### src/rtl/fqks_pkg.sv
// ----------------------------------------------------------------------------
// fqks_pkg
// Shared types, sizes and codes for the key queue with search.
// ----------------------------------------------------------------------------
package fqks_pkg;

    localparam int DEPTH     = 16;
    localparam int KEY_WIDTH = 64;
    localparam int ADDR_W    = (DEPTH > 1) ? $clog2(DEPTH) : 1;
    localparam int CNT_W     = $clog2(DEPTH + 1);
    localparam int SERVED_W  = 16;

    localparam logic [1:0] KIND_ENQ    = 2'd0;
    localparam logic [1:0] KIND_DEQ    = 2'd1;
    localparam logic [1:0] KIND_SEARCH = 2'd2;

    localparam logic [1:0] ST_OK    = 2'd0;
    localparam logic [1:0] ST_FULL  = 2'd1;
    localparam logic [1:0] ST_EMPTY = 2'd2;

    typedef struct packed {
        logic [1:0]  kind;
        logic [63:0] key;
    } t_in_item;

    typedef struct packed {
        logic [1:0]  status;
        logic        found;
        logic [4:0]  position;
        logic [4:0]  occupancy;
        logic [15:0] served_total;
    } t_out_item;

    typedef enum logic [1:0] {
        S_IDLE   = 2'b01,
        S_SEARCH = 2'b10
    } t_state;

    // Ring buffer slot advance, wrapping at DEPTH.
    function automatic logic [ADDR_W-1:0] next_slot(input logic [ADDR_W-1:0] i);
        logic [ADDR_W-1:0] r;
        if (i == ADDR_W'(DEPTH - 1)) begin
            r = '0;
        end else begin
            r = i + 1'b1;
        end
        return r;
    endfunction

endpackage

### src/rtl/fqks_key_store.sv
// ----------------------------------------------------------------------------
// fqks_key_store
// Key memory: one write port and one read port with registered read data.
// ----------------------------------------------------------------------------
module fqks_key_store (
    input  logic                           i_clk,
    input  logic                           i_wr_en,
    input  logic [fqks_pkg::ADDR_W-1:0]    i_wr_addr,
    input  logic [fqks_pkg::KEY_WIDTH-1:0] i_wr_data,
    input  logic [fqks_pkg::ADDR_W-1:0]    i_rd_addr,
    output logic [fqks_pkg::KEY_WIDTH-1:0] o_rd_data
);
    import fqks_pkg::*;

    logic [KEY_WIDTH-1:0] r_mem [DEPTH];

    always_ff @(posedge i_clk) begin
        if (i_wr_en) begin
            r_mem[i_wr_addr] <= i_wr_data;
        end
    end

    always_ff @(posedge i_clk) begin
        o_rd_data <= r_mem[i_rd_addr];
    end

endmodule

### src/rtl/fifo_queue_with_key_search.sv
// ----------------------------------------------------------------------------
// fifo_queue_with_key_search
// Bounded FIFO of keys in a ring buffer with enqueue, dequeue and search.
// ----------------------------------------------------------------------------
// Enqueue, dequeue, an undefined kind and a search of an empty queue answer in
// the cycle after acceptance, and such items can be accepted every cycle. A search
// reads one stored key per cycle from the head and answers on the first match or
// after the last stored key, and busy holds the next item off until it answers.
// Synchronous reset empties the queue and clears the served count.
module fifo_queue_with_key_search (
    input  logic                i_clk,
    input  logic                i_rst_n,
    input  logic                start,
    input  fqks_pkg::t_in_item  i_item,
    output logic                busy,
    output logic                o_done,
    output fqks_pkg::t_out_item o_result
);
    import fqks_pkg::*;

    t_state                 r_state, n_state;
    logic [ADDR_W-1:0]      r_head, n_head;
    logic [ADDR_W-1:0]      r_tail, n_tail;
    logic [CNT_W-1:0]       r_count, n_count;
    logic [SERVED_W-1:0]    r_served, n_served;
    logic                   r_cmp_valid, n_cmp_valid;
    logic                   r_done, n_done;
    logic [KEY_WIDTH-1:0]   r_key, n_key;
    logic [ADDR_W-1:0]      r_rd_ptr, n_rd_ptr;
    logic [CNT_W-1:0]       r_cmp_pos, n_cmp_pos;
    t_out_item              r_result, n_result;

    logic                   accept;
    logic                   wr_en;
    logic [KEY_WIDTH-1:0]   rd_data;
    logic                   match;
    logic                   last;

    assign busy   = (r_state != S_IDLE);
    assign accept = start && !busy;
    assign wr_en  = accept && (i_item.kind == KIND_ENQ) && (r_count != CNT_W'(DEPTH));

    fqks_key_store u_store (
        .i_clk     (i_clk),
        .i_wr_en   (wr_en),
        .i_wr_addr (r_tail),
        .i_wr_data (i_item.key[KEY_WIDTH-1:0]),
        .i_rd_addr (r_rd_ptr),
        .o_rd_data (rd_data)
    );

    assign match = r_cmp_valid && (rd_data == r_key);
    assign last  = (r_cmp_pos == CNT_W'(r_count - 1'b1));

    always_comb begin
        n_state     = r_state;
        n_head      = r_head;
        n_tail      = r_tail;
        n_count     = r_count;
        n_served    = r_served;
        n_cmp_valid = r_cmp_valid;
        n_done      = 1'b0;
        n_key       = r_key;
        n_rd_ptr    = r_rd_ptr;
        n_cmp_pos   = r_cmp_pos;
        n_result    = r_result;

        case (r_state)
            S_IDLE: begin
                if (accept) begin
                    n_done                = 1'b1;
                    n_result.status       = ST_OK;
                    n_result.found        = 1'b0;
                    n_result.position     = '0;
                    case (i_item.kind)
                        KIND_ENQ: begin
                            if (r_count == CNT_W'(DEPTH)) begin
                                n_result.status = ST_FULL;
                            end else begin
                                n_tail  = next_slot(r_tail);
                                n_count = r_count + 1'b1;
                            end
                        end
                        KIND_DEQ: begin
                            if (r_count == '0) begin
                                n_result.status = ST_EMPTY;
                            end else begin
                                n_head  = next_slot(r_head);
                                n_count = r_count - 1'b1;
                                if (r_served != '1) begin
                                    n_served = r_served + 1'b1;
                                end
                            end
                        end
                        KIND_SEARCH: begin
                            if (r_count == '0) begin
                                n_result.status = ST_EMPTY;
                            end else begin
                                // Walk starts at the head; the result waits for the walk.
                                n_done      = 1'b0;
                                n_state     = S_SEARCH;
                                n_key       = i_item.key[KEY_WIDTH-1:0];
                                n_rd_ptr    = r_head;
                                n_cmp_valid = 1'b0;
                                n_cmp_pos   = '0;
                            end
                        end
                        default: begin
                        end
                    endcase
                    n_result.occupancy    = 5'(n_count);
                    n_result.served_total = n_served;
                end
            end
            S_SEARCH: begin
                // Reads run one slot ahead of the compare.
                n_rd_ptr    = next_slot(r_rd_ptr);
                n_cmp_valid = 1'b1;
                if (r_cmp_valid) begin
                    if (match) begin
                        n_done            = 1'b1;
                        n_state           = S_IDLE;
                        n_result.found    = 1'b1;
                        n_result.position = 5'(CNT_W'(r_cmp_pos + 1'b1));
                    end else if (last) begin
                        n_done            = 1'b1;
                        n_state           = S_IDLE;
                        n_result.found    = 1'b0;
                        n_result.position = '0;
                    end else begin
                        n_cmp_pos = r_cmp_pos + 1'b1;
                    end
                end
            end
            default: begin
                n_state = S_IDLE;
            end
        endcase
    end

    always_ff @(posedge i_clk) begin
        if (!i_rst_n) begin
            r_state     <= S_IDLE;
            r_head      <= '0;
            r_tail      <= '0;
            r_count     <= '0;
            r_served    <= '0;
            r_cmp_valid <= 1'b0;
            r_done      <= 1'b0;
        end else begin
            r_state     <= n_state;
            r_head      <= n_head;
            r_tail      <= n_tail;
            r_count     <= n_count;
            r_served    <= n_served;
            r_cmp_valid <= n_cmp_valid;
            r_done      <= n_done;
        end
    end

    always_ff @(posedge i_clk) begin
        r_key     <= n_key;
        r_rd_ptr  <= n_rd_ptr;
        r_cmp_pos <= n_cmp_pos;
        r_result  <= n_result;
    end

    assign o_done   = r_done;
    assign o_result = r_result;

endmodule
### config.mk
export PLATFORM = sky130hd
export DESIGN_NAME = fifo_queue_with_key_search
export DESIGN_NICKNAME = d
export VERILOG_FILES = /design/src/rtl/fqks_pkg.sv /design/src/rtl/fqks_key_store.sv /design/src/rtl/fifo_queue_with_key_search.sv
export SDC_FILE = /design/constraint.sdc
export NUM_CORES = 1
export LEC_CHECK = 0
export ABC_AREA = 1
export BUFFER_PORTS_ARGS = -buffer_cell sky130_fd_sc_hd__buf_2
export CORE_UTILIZATION = 45
export DETAILED_ROUTE_END_ITERATION = 10
export GPL_TIMING_DRIVEN = 0
export MAX_ROUTING_LAYER = met4
export PLACE_DENSITY = 0.58
export SLEW_MARGIN = 20
export SYNTH_ARGS = -nofsm -noshare
export SYNTH_HDL_FRONTEND = slang
export SYNTH_SLANG_ARGS = --single-unit
### constraint.sdc
create_clock -name i_clk -period 7.05 [get_ports i_clk]
set_clock_uncertainty 0.2 [all_clocks]
set_input_delay 0.3525 -clock i_clk [delete_from_list [all_inputs] [get_ports i_clk]]
set_output_delay 0.3525 -clock i_clk [all_outputs]
set_load 0.005 [all_outputs]
# After elaboration in Yosys (flattened, before gate mapping)
# Memories as Yosys holds them, arrays and structs flattened. A register that Yosys moved wholly into a read port is not among the register bits.
# Cells that the tools add are included.
# classes
add_sub_neg,7
n_eq_ne,20
n_mux,48
bitwise,2
n_reduce_logical,17
# ops
cell,n
64-bit == test,1
16-bit two-way mux,3
5-bit two-way mux,8
27-bit two-way mux,1
4-bit two-way mux,6
5-bit case mux with 2 select lines,2
4-bit AND reduction,5
6-bit two-way mux,3
16-bit by 1-bit adder with 16-bit output (second input constant),1
16-bit inequality test (second input constant),1
2-bit two-way mux,7
4-bit by 1-bit adder with 4-bit output (second input constant),3
4-bit == test (second input constant),3
1-bit two-way mux,12
6-bit case mux with 2 select lines,1
5-bit by 1-bit adder with 5-bit output (second input constant),2
2-bit inequality test (second input constant),5
2-bit case mux with 2 select lines,2
4-bit case mux with 2 select lines,1
7-bit AND reduction,1
5-bit == test,1
5-bit == test (second input constant),1
5-bit zero test,1
5-bit inequality test (second input constant),1
14 further kinds,22
# totals
register_bits,135
ram_bits,1024
input_bits,69
n_memories,1
# mem_list
memory,depth,width,rd,rd_ports_with_merged_regs,write_ports,line_no,rtl
u_store.r_mem,16,64,1,1,1,fqks_key_store.sv:15,logic [KEY_WIDTH-1:0] r_mem [DEPTH];

# Logic depth before layout (Yosys ltp)
# Gate-level depths: netlist of the first run.
# logic_depth
ltp_word,7
depth_mapped,14
mapped_depth_nobuf,14

# Modules after synthesis
# From an unflattened synthesis of the first run, not the netlist that was laid out.
# hier_totals
hier_cells,5043
hier_area_um2,52333.9
# by_module_without_submodules
module,n_inst,cells_each,area_each_um2
fqks_key_store,1,4210,45285.9
fifo_queue_with_key_search,1,833,7048.0

# Worst setup path after synthesis of the first run
# OpenSTA, ideal clock, no wires.
# synth_timing
path_type,reg-to-reg
from,register r_count[0]
to,"memory u_store.r_mem[15][0], enable pin"
setup_ns,0.489
arrival_ns,4.176
path_slack_ns,2.185
path_stages_with_launch,12
path_buffers,0
path_cell_list,dfxtp_1 > inv_1 > ha_1 > nand3_4 > inv_4 > nand2_1 > nand2_1 > inv_1 > nand2_1 > nor2_1 > inv_1 > nor2_1
# synth_via
elab_chain_len,4
# synth_rtl
item,line_no,rtl
"start, declared",fifo_queue_with_key_search.sv:24,"logic [CNT_W-1:0] r_count, n_count;"
"start signal, assigned",fifo_queue_with_key_search.sv:154,r_count <= n_count;
5-bit inequality test,fifo_queue_with_key_search.sv:41,assign wr_en = accept && (i_item.kind == KIND_ENQ) && (r_count != CNT_W'(DEPTH));
1-bit logical AND,fifo_queue_with_key_search.sv:41,
1-bit two-way mux,fqks_key_store.sv:18,if (i_wr_en) begin
1-bit two-way mux (not written as such),fqks_key_store.sv:19,r_mem[i_wr_addr] <= i_wr_data;
"end, declared",fqks_key_store.sv:15,
# No other way between the ends.

# Worst setup path after layout of the first run
# layout_timing
from,register r_count[0]
to,"memory u_store.r_mem[8][20], enable pin"
# The elaborated chain is that of the path after synthesis.

==> results of run 1 <==
[stage by stage]
step                 TNS, ns  cells
finish                     0   5515
CTS                        0   5513
global placement    -1561.00   5149
detailed placement         0   5205
floorplan                  0   3670
global route               0   5514
[layout make-up]
cell class | count | area [µm²]
sequential | 1223 | 35800
timing repair buffer | 223 | 2400
clock buffer | 187 | 3700
inverter | 171 | 652
clock inverter | 53 | 546
multi-input combinational | 2073 | 10300
tap | 1380 | 1730
antenna | 2 | 5.00
buffer | 203 | 832
fill | 8788 | 48000
[final timing paths]
| kind | slack (ns) | cells past startpoint | to |
|---|---|---|---|
| worst max-delay path | 3.32 | 14 | u_store.r_mem[8][20] |
| worst min-delay path | 0.29 | 2 | r_state[1] |
| worst max register to register | 3.32 | 14 | u_store.r_mem[8][20] |
| worst min register to register | 0.29 | 2 | r_state[1] |
[worst max-delay path, delay by kind of cell (launching register included)]
family,cells,cell delay [ns]
flip-flops,1,0.49
adder cells (fa/ha/maj),1,0.28
AND/OR/NAND/NOR,6,1.37
buffers and inverters,7,1.03
[sequential cells by signal, indices dropped and copies added, names as in the netlist]
name,count
o_done,1
o_result,29
r_cmp_pos,5
r_cmp_valid,1
r_count,5
r_head,4
r_key,64
r_rd_ptr,4
r_served,16
r_state,2
r_tail,4
u_store.o_rd_data,64
u_store.r_mem,1024
[power breakdown]
group	total (mW)	switching (mW)	internal [mW]
sequential	8.40	0.151	8.25
clock	6.80	2.83	3.97
combinational	2.24	1.62	0.620
total	17.5	4.61	12.8
[cell families (layout without fill, tap and decap cells)]
logic type	Yosys count	count (layout)	share of synthesized area [%]
XOR/XNOR	28	28	0.533
adder cells (fa/ha/maj)	16	16	0.422
AND/OR/NAND/NOR	1256	1256	11.1
flip-flops	1223	1223	75.4
AO/OA/AOI/OAI	773	773	9.46
other	0	2	0
buffers and inverters	374	837	3.10
[cell usage in the layout (no fill, tap or decap), types with 34 or more instances in the layout]
master,count
o21ai_1,34
buf_12,41
clkbuf_16,135
dlygate4sd3_1,68
nand4_1,81
clkbuf_1,181
a21oi_1,181
o221ai_1,53
dfxtp_1,97
o21ai_0,335
edfxtp_1,1126
inv_1,160
nand2_1,635
o22ai_1,82
buf_2,137
a221oi_1,77
nand3_1,127
nor2_1,352
[routing by layer]
metal	GRT usage [%]	vias up
met5	-	-
met4	8.38	0
met3	4.00	241
met2	42.9	1487
met1	37.7	15552
li1	-	14167
[what timing repair did]
item,CTS,global route
endpoints found under the hold margin,1105,0
hold buffers,68,0
resized for setup,0,0
==> flow_metrics.tcl, run 1 <==
set metrics [dict create \
    total_power_mw 17.5 \
    crit_arrival_ns 3.98 \
    crit_slowest_cell "nor2_4" \
    antenna_found_initial 8 \
    synthFlopType "edfxtp_1" \
    initial_core_util_pct 45.6 \
    hp-class "flip-flop to flip-flop" \
    p_leak_nw 19.3 \
    vias 31447 \
    synth_area_leaders "edfxtp_1 (71%), nand2_1 (5.0%), dfxtp_1 (4.1%)" \
    whs_ns 0.289 \
    setup.worst_path.start_class "flip-flop" \
    grt_pass1_wl_um 206000 \
    avgViaCountPerCell 5.70 \
    syn_avg_cell_area_um2 12.9 \
    ant_nets 0 \
    cpPeakStageDelay_ns 0.61 \
    gp_congestion 0.899 \
    dp_hpwl_um 96100 \
    met3_length_um 11600 \
    drtIter0Drc 3983 \
    crit_fanout 15 \
    highest_layer "met4" \
    synth_top_cell_by_area "edfxtp_1" \
    drive_gt1_share_pct 10.6 \
    avgRoutedWirePerCell_um 26.0 \
    final_core_util_pct 53.8 \
    grt_max_degree 40 \
    synth_top_area_share_pct 71.3 \
    cp.required_ns 7.30 \
    drt-total-wl_um 143000 \
    setup_viol 0 \
    fmax_mhz 268 \
    fp.dieW_um 327 \
    io_buffers 99 \
    coreArea_um2 104000 \
    design_area_um2 55900 \
    syn-num-nets 3755 \
    maxSlewHeadroom_pct 21.5 \
    yosysUniqueCellTypes 46 \
    power_density_nw_per_um2 312 \
    syn_inst 3670 \
    cts_root_buffer "clkbuf_16" \
    seq_area_frac_synth_pct 75.4 \
    hold_violations 0 \
    post-place-ws_ns 3.39 \
    grt_use_total_pct 27.6 \
    post_dp_cell_area_um2 51000 \
    clk-insertion-delay-late_ns 0.75 \
    dieArea_um2 107000 \
    area_delta_synth_final_pct 17.9 \
    top_level_ports 100 \
    ys_ff_latch 1223 \
    ir_drop_mv 0.211 \
    grt-ovfl-total 0 \
    rsz0062_at_grt "no" \
    maxSlewViolCount 0 \
    grt_pass1_vias 29882 \
    synth-edff-count 1126 \
    clkSlewWorstSetupHoldPaths_ns 0.06 \
    ys_warn_count 0 \
    fin_crit_ns 3.73 \
    cts_tree "done" \
    crit_chain "inv_1 -> ha_1 -> nand3_4 -> inv_4 -> nand2_1 -> nand2_1 -> inv_1 -> nand2_1 -> inv_1 -> nand2_1 -> nor2_4 -> buf_16 -> buf_16 -> buf_16" \
    die_h_um 327 \
    drtPass1Iterations 8 \
    worstMarginPinSlew_ns 1.18 \
    hold_start "r_state[1]" \
    clockBufferDepth 3 \
    h-tree-depth 4 \
    async_flop_share_pct 0 \
    cp-end-kind "flip-flop" \
    post_cts_buffers 0 \
    final_nets 4111 \
    netlist_area_um2 47400 \
    crit_type "flip-flop to flip-flop" \
    drc 0 \
    dr_wl_met2_um 67500 \
    reg2reg_from "r_count[0]" \
    cap_violations 0 \
    cpMostUsedCell "nand2_1" \
    synth_common_cells "edfxtp_1 (1126), nand2_1 (635), nor2_1 (368)" \
    core.rowCount 118 \
    timing.final.ws_setup_ns 3.32 \
    cts_made_buffers 131 \
    m1WireLength_um 60400 \
    clock-sinks 1223 \
    setup.worst_path.start "r_count[0]" \
    status "finished, final reports clean" \
    fin_crit_sh_pct 52.9 \
    synthMostInstantiatedCell "edfxtp_1" \
]
Power figures use the tool's default switching activity.
==> run 2, diff against run 1 <==
--- a/config.mk
+++ b/config.mk
@@ -11,7 +11,7 @@
 export DETAILED_ROUTE_END_ITERATION = 10
 export GPL_TIMING_DRIVEN = 0
 export MAX_ROUTING_LAYER = met4
-export PLACE_DENSITY = 0.58
+export PLACE_DENSITY = 0.61
 export SLEW_MARGIN = 20
 export SYNTH_ARGS = -nofsm -noshare
 export SYNTH_HDL_FRONTEND = slang
==> constraint.sdc (replaced) <==
create_clock -name i_clk -period 3.3 [get_ports i_clk]
set_clock_uncertainty 0.2 [all_clocks]
set_input_delay 0.165 -clock i_clk [delete_from_list [all_inputs] [get_ports i_clk]]
set_output_delay 0.165 -clock i_clk [all_outputs]
set_load 0.005 [all_outputs]
==> run 2 against run 1 <==
The run now ends with negative setup slack left. Sequential cell count unchanged. Fmax grew 13%. Power rose by 110%. Design area increased by 0.58%. Critical path type unchanged.
==> flow_metrics.tcl, run 2 (synthesized netlist as in run 1, its figures left out) <==
set metrics [dict create \
    total_power_mw 36.7 \
    crit_arrival_ns 3.73 \
    dieArea_um2 107000 \
    clock_power_share_pct 38.0 \
    io_buffers 99 \
    largest_reg_flops 1024 \
    rsz0062_at_grt "no" \
    grt_pass1_vias 30043 \
    vias 31971 \
    hp-class "primary input to flip-flop" \
    grt_pass1_wl_um 205000 \
    seq_area_um2 35800 \
    fmax_mhz 303 \
    crit_buf_inv 3 \
    crit_chain "inv_1 -> clkbuf_1 -> clkbuf_1 -> nand4_1 -> nand2_1" \
    final_core_util_pct 54.1 \
    reg_top3 "u_store.r_mem (1024), r_key (64), u_store.o_rd_data (64)" \
    antenna_found_initial 3 \
    drtPass1Iterations 5 \
    avgViaCountPerCell 5.76 \
    core.rowCount 118 \
    internal_power_mw 27.1 \
    clk-insertion-delay-late_ns 0.71 \
    avgRoutedWirePerCell_um 25.8 \
    grt-ovfl-total 0 \
    maxSlewHeadroom_pct 13.4 \
    gp_congestion 0.912 \
    top_level_ports 100 \
    dp_hpwl_um 94900 \
    clock-sinks 1223 \
    pwr-share-comb_pct 13.1 \
    crit_fanout 10 \
    regMostFlops "u_store.r_mem" \
    design_area_um2 56300 \
    clockBufferDepth 3 \
    setup_viol 1 \
    seqPwrFrac_pct 48.9 \
    area_delta_synth_final_pct 18.6 \
    crit_slowest_cell "clkbuf_1" \
    worstMarginPinSlew_ns 1.30 \
    initial_core_util_pct 45.6 \
    post_dp_cell_area_um2 51100 \
    grt_max_degree 37 \
    status "finished with violations" \
    setup.worst_path.start_class "flip-flop" \
    final_common_cell "edfxtp_1" \
    timing.final.ws_setup_ns -0.00268 \
    power.net_switching_mw 9.66 \
    maxSlewViolCount 0 \
    cpLargestDelayFamily "buffers and inverters" \
    mostFrequentLayoutCells "edfxtp_1 (1126), nand2_1 (632), nor2_1 (352)" \
    ant_nets 0 \
    drtIter0Drc 4137 \
    clkSlewWorstSetupHoldPaths_ns 0.06 \
    cpPeakStageDelay_ns 1.02 \
    die_h_um 327 \
    fin_crit_ns 3.30 \
    cts_tree "done" \
    cts_root_buffer "clkbuf_16" \
    coreArea_um2 104000 \
    cpMostUsedCell "clkbuf_1" \
    hold_violations 0 \
    nFillCells 8655 \
    h-tree-depth 3 \
    violations "negative setup slack" \
    grt_use_total_pct 27.3 \
    cts_made_buffers 121 \
    multiInputGateArea_um2 10300 \
    crit_type "flip-flop to flip-flop" \
    cp.required_ns 3.73 \
    cap_violations 0 \
    power_density_nw_per_um2 653 \
    drc 0 \
    drive_gt1_share_pct 11.8 \
    drt-total-wl_um 143000 \
    post-place-ws_ns -0.276 \
    fp.dieW_um 327 \
    p_sw_share_pct 26.3 \
    cp-end-kind "flip-flop" \
    ir_drop_mv 0.440 \
    fin_crit_sh_pct 100 \
    p_leak_nw 19.6 \
    final_nets 4147 \
]
-- run 2: changes by cell type in the layout (fill, tap and decap cells not counted), sizes merged --
cell           before  now
buf               210  252
clkbuf            335  317
clkinv             36   49
inv               176  171
bufinv              8   11
clkdlybuf4s15       0    1
dlygate4sd3        68   69
-- run 2: metal layers --
| layer | vias up | GRT usage (%) | wire (µm) |
|---|---|---|---|
| met5 | - | - | 0 |
| met1 | 15856 | 36.6 | 58100 |
| met2 | 1655 | 43.2 | 68300 |
| li1 | 14210 | - | - |
| met3 | 250 | 4.14 | 12800 |
| met4 | 0 | 8.32 | 4140 |
-- run 2: area by class of cell --
type,instances,share of cell area [%]
Tap cell,1380,3.07
Inverter,171,1.15
Clock buffer,167,6.09
Clock inverter,64,1.07
Buffer,203,1.51
Antenna cell,2,0.00889
Multi-Input combinational cell,2073,18.4
Sequential cell,1223,63.5
Timing Repair Buffer,269,5.17
-- run 2: worst paths after layout --
path / startpoint / endpoint / slack (ns) / cells past startpoint
setup / recovery: r_rd_ptr[3] / u_store.o_rd_data[43] / -0.003 / 5
setup reg to reg: r_rd_ptr[3] / u_store.o_rd_data[43] / -0.003 / 5
hold / removal: i_rst_n / r_served[8] / 0.16 / 4
hold reg to reg: r_state[1] / r_state[1] / 0.29 / 2
-- run 2: power groups by stage --
| stage | clock (mW) | sequential, mW | combinational (mW) |
|---|---|---|---|
| floorplan | 0 | 18.2 | 2.54 |
| global placement | 0 | 18.3 | 4.56 |
| detailed placement | 0 | 18.3 | 4.64 |
| CTS | 14.1 | 17.9 | 4.76 |
| global route | 14.6 | 18.0 | 5.19 |
| finish | 14.0 | 17.9 | 4.80 |
-- run 2: what timing repair did --
action | in CTS | in global routing
hold buffers | 69 | 0
endpoints found under the hold margin | 1125 | 0
pin swaps | 13 | 3
buffers inserted | 37 | 6
gates resized for setup | 7 | 15
endpoints found under the setup margin | 463 | 507
-- run 2: worst register-to-register path: stages, from the launching register on --
cell and delay [ns]:
edfxtp_1 0.43, inv_1 0.09, clkbuf_1 0.82, clkbuf_1 1.04, nand4_1 0.41, nand2_1 0.23
-- run 2: through the flow --
step	hold slack [ns]	setup TNS (ns)	cells
after floorplan	0.0639	-448.79	3670
after global placement	0.273	-2908.73	5149
after detailed placement	0.278	-32.51	5207
after CTS	0.127	0	5544
after global routing	0.164	0	5551
final	0.161	-0.00268	5552
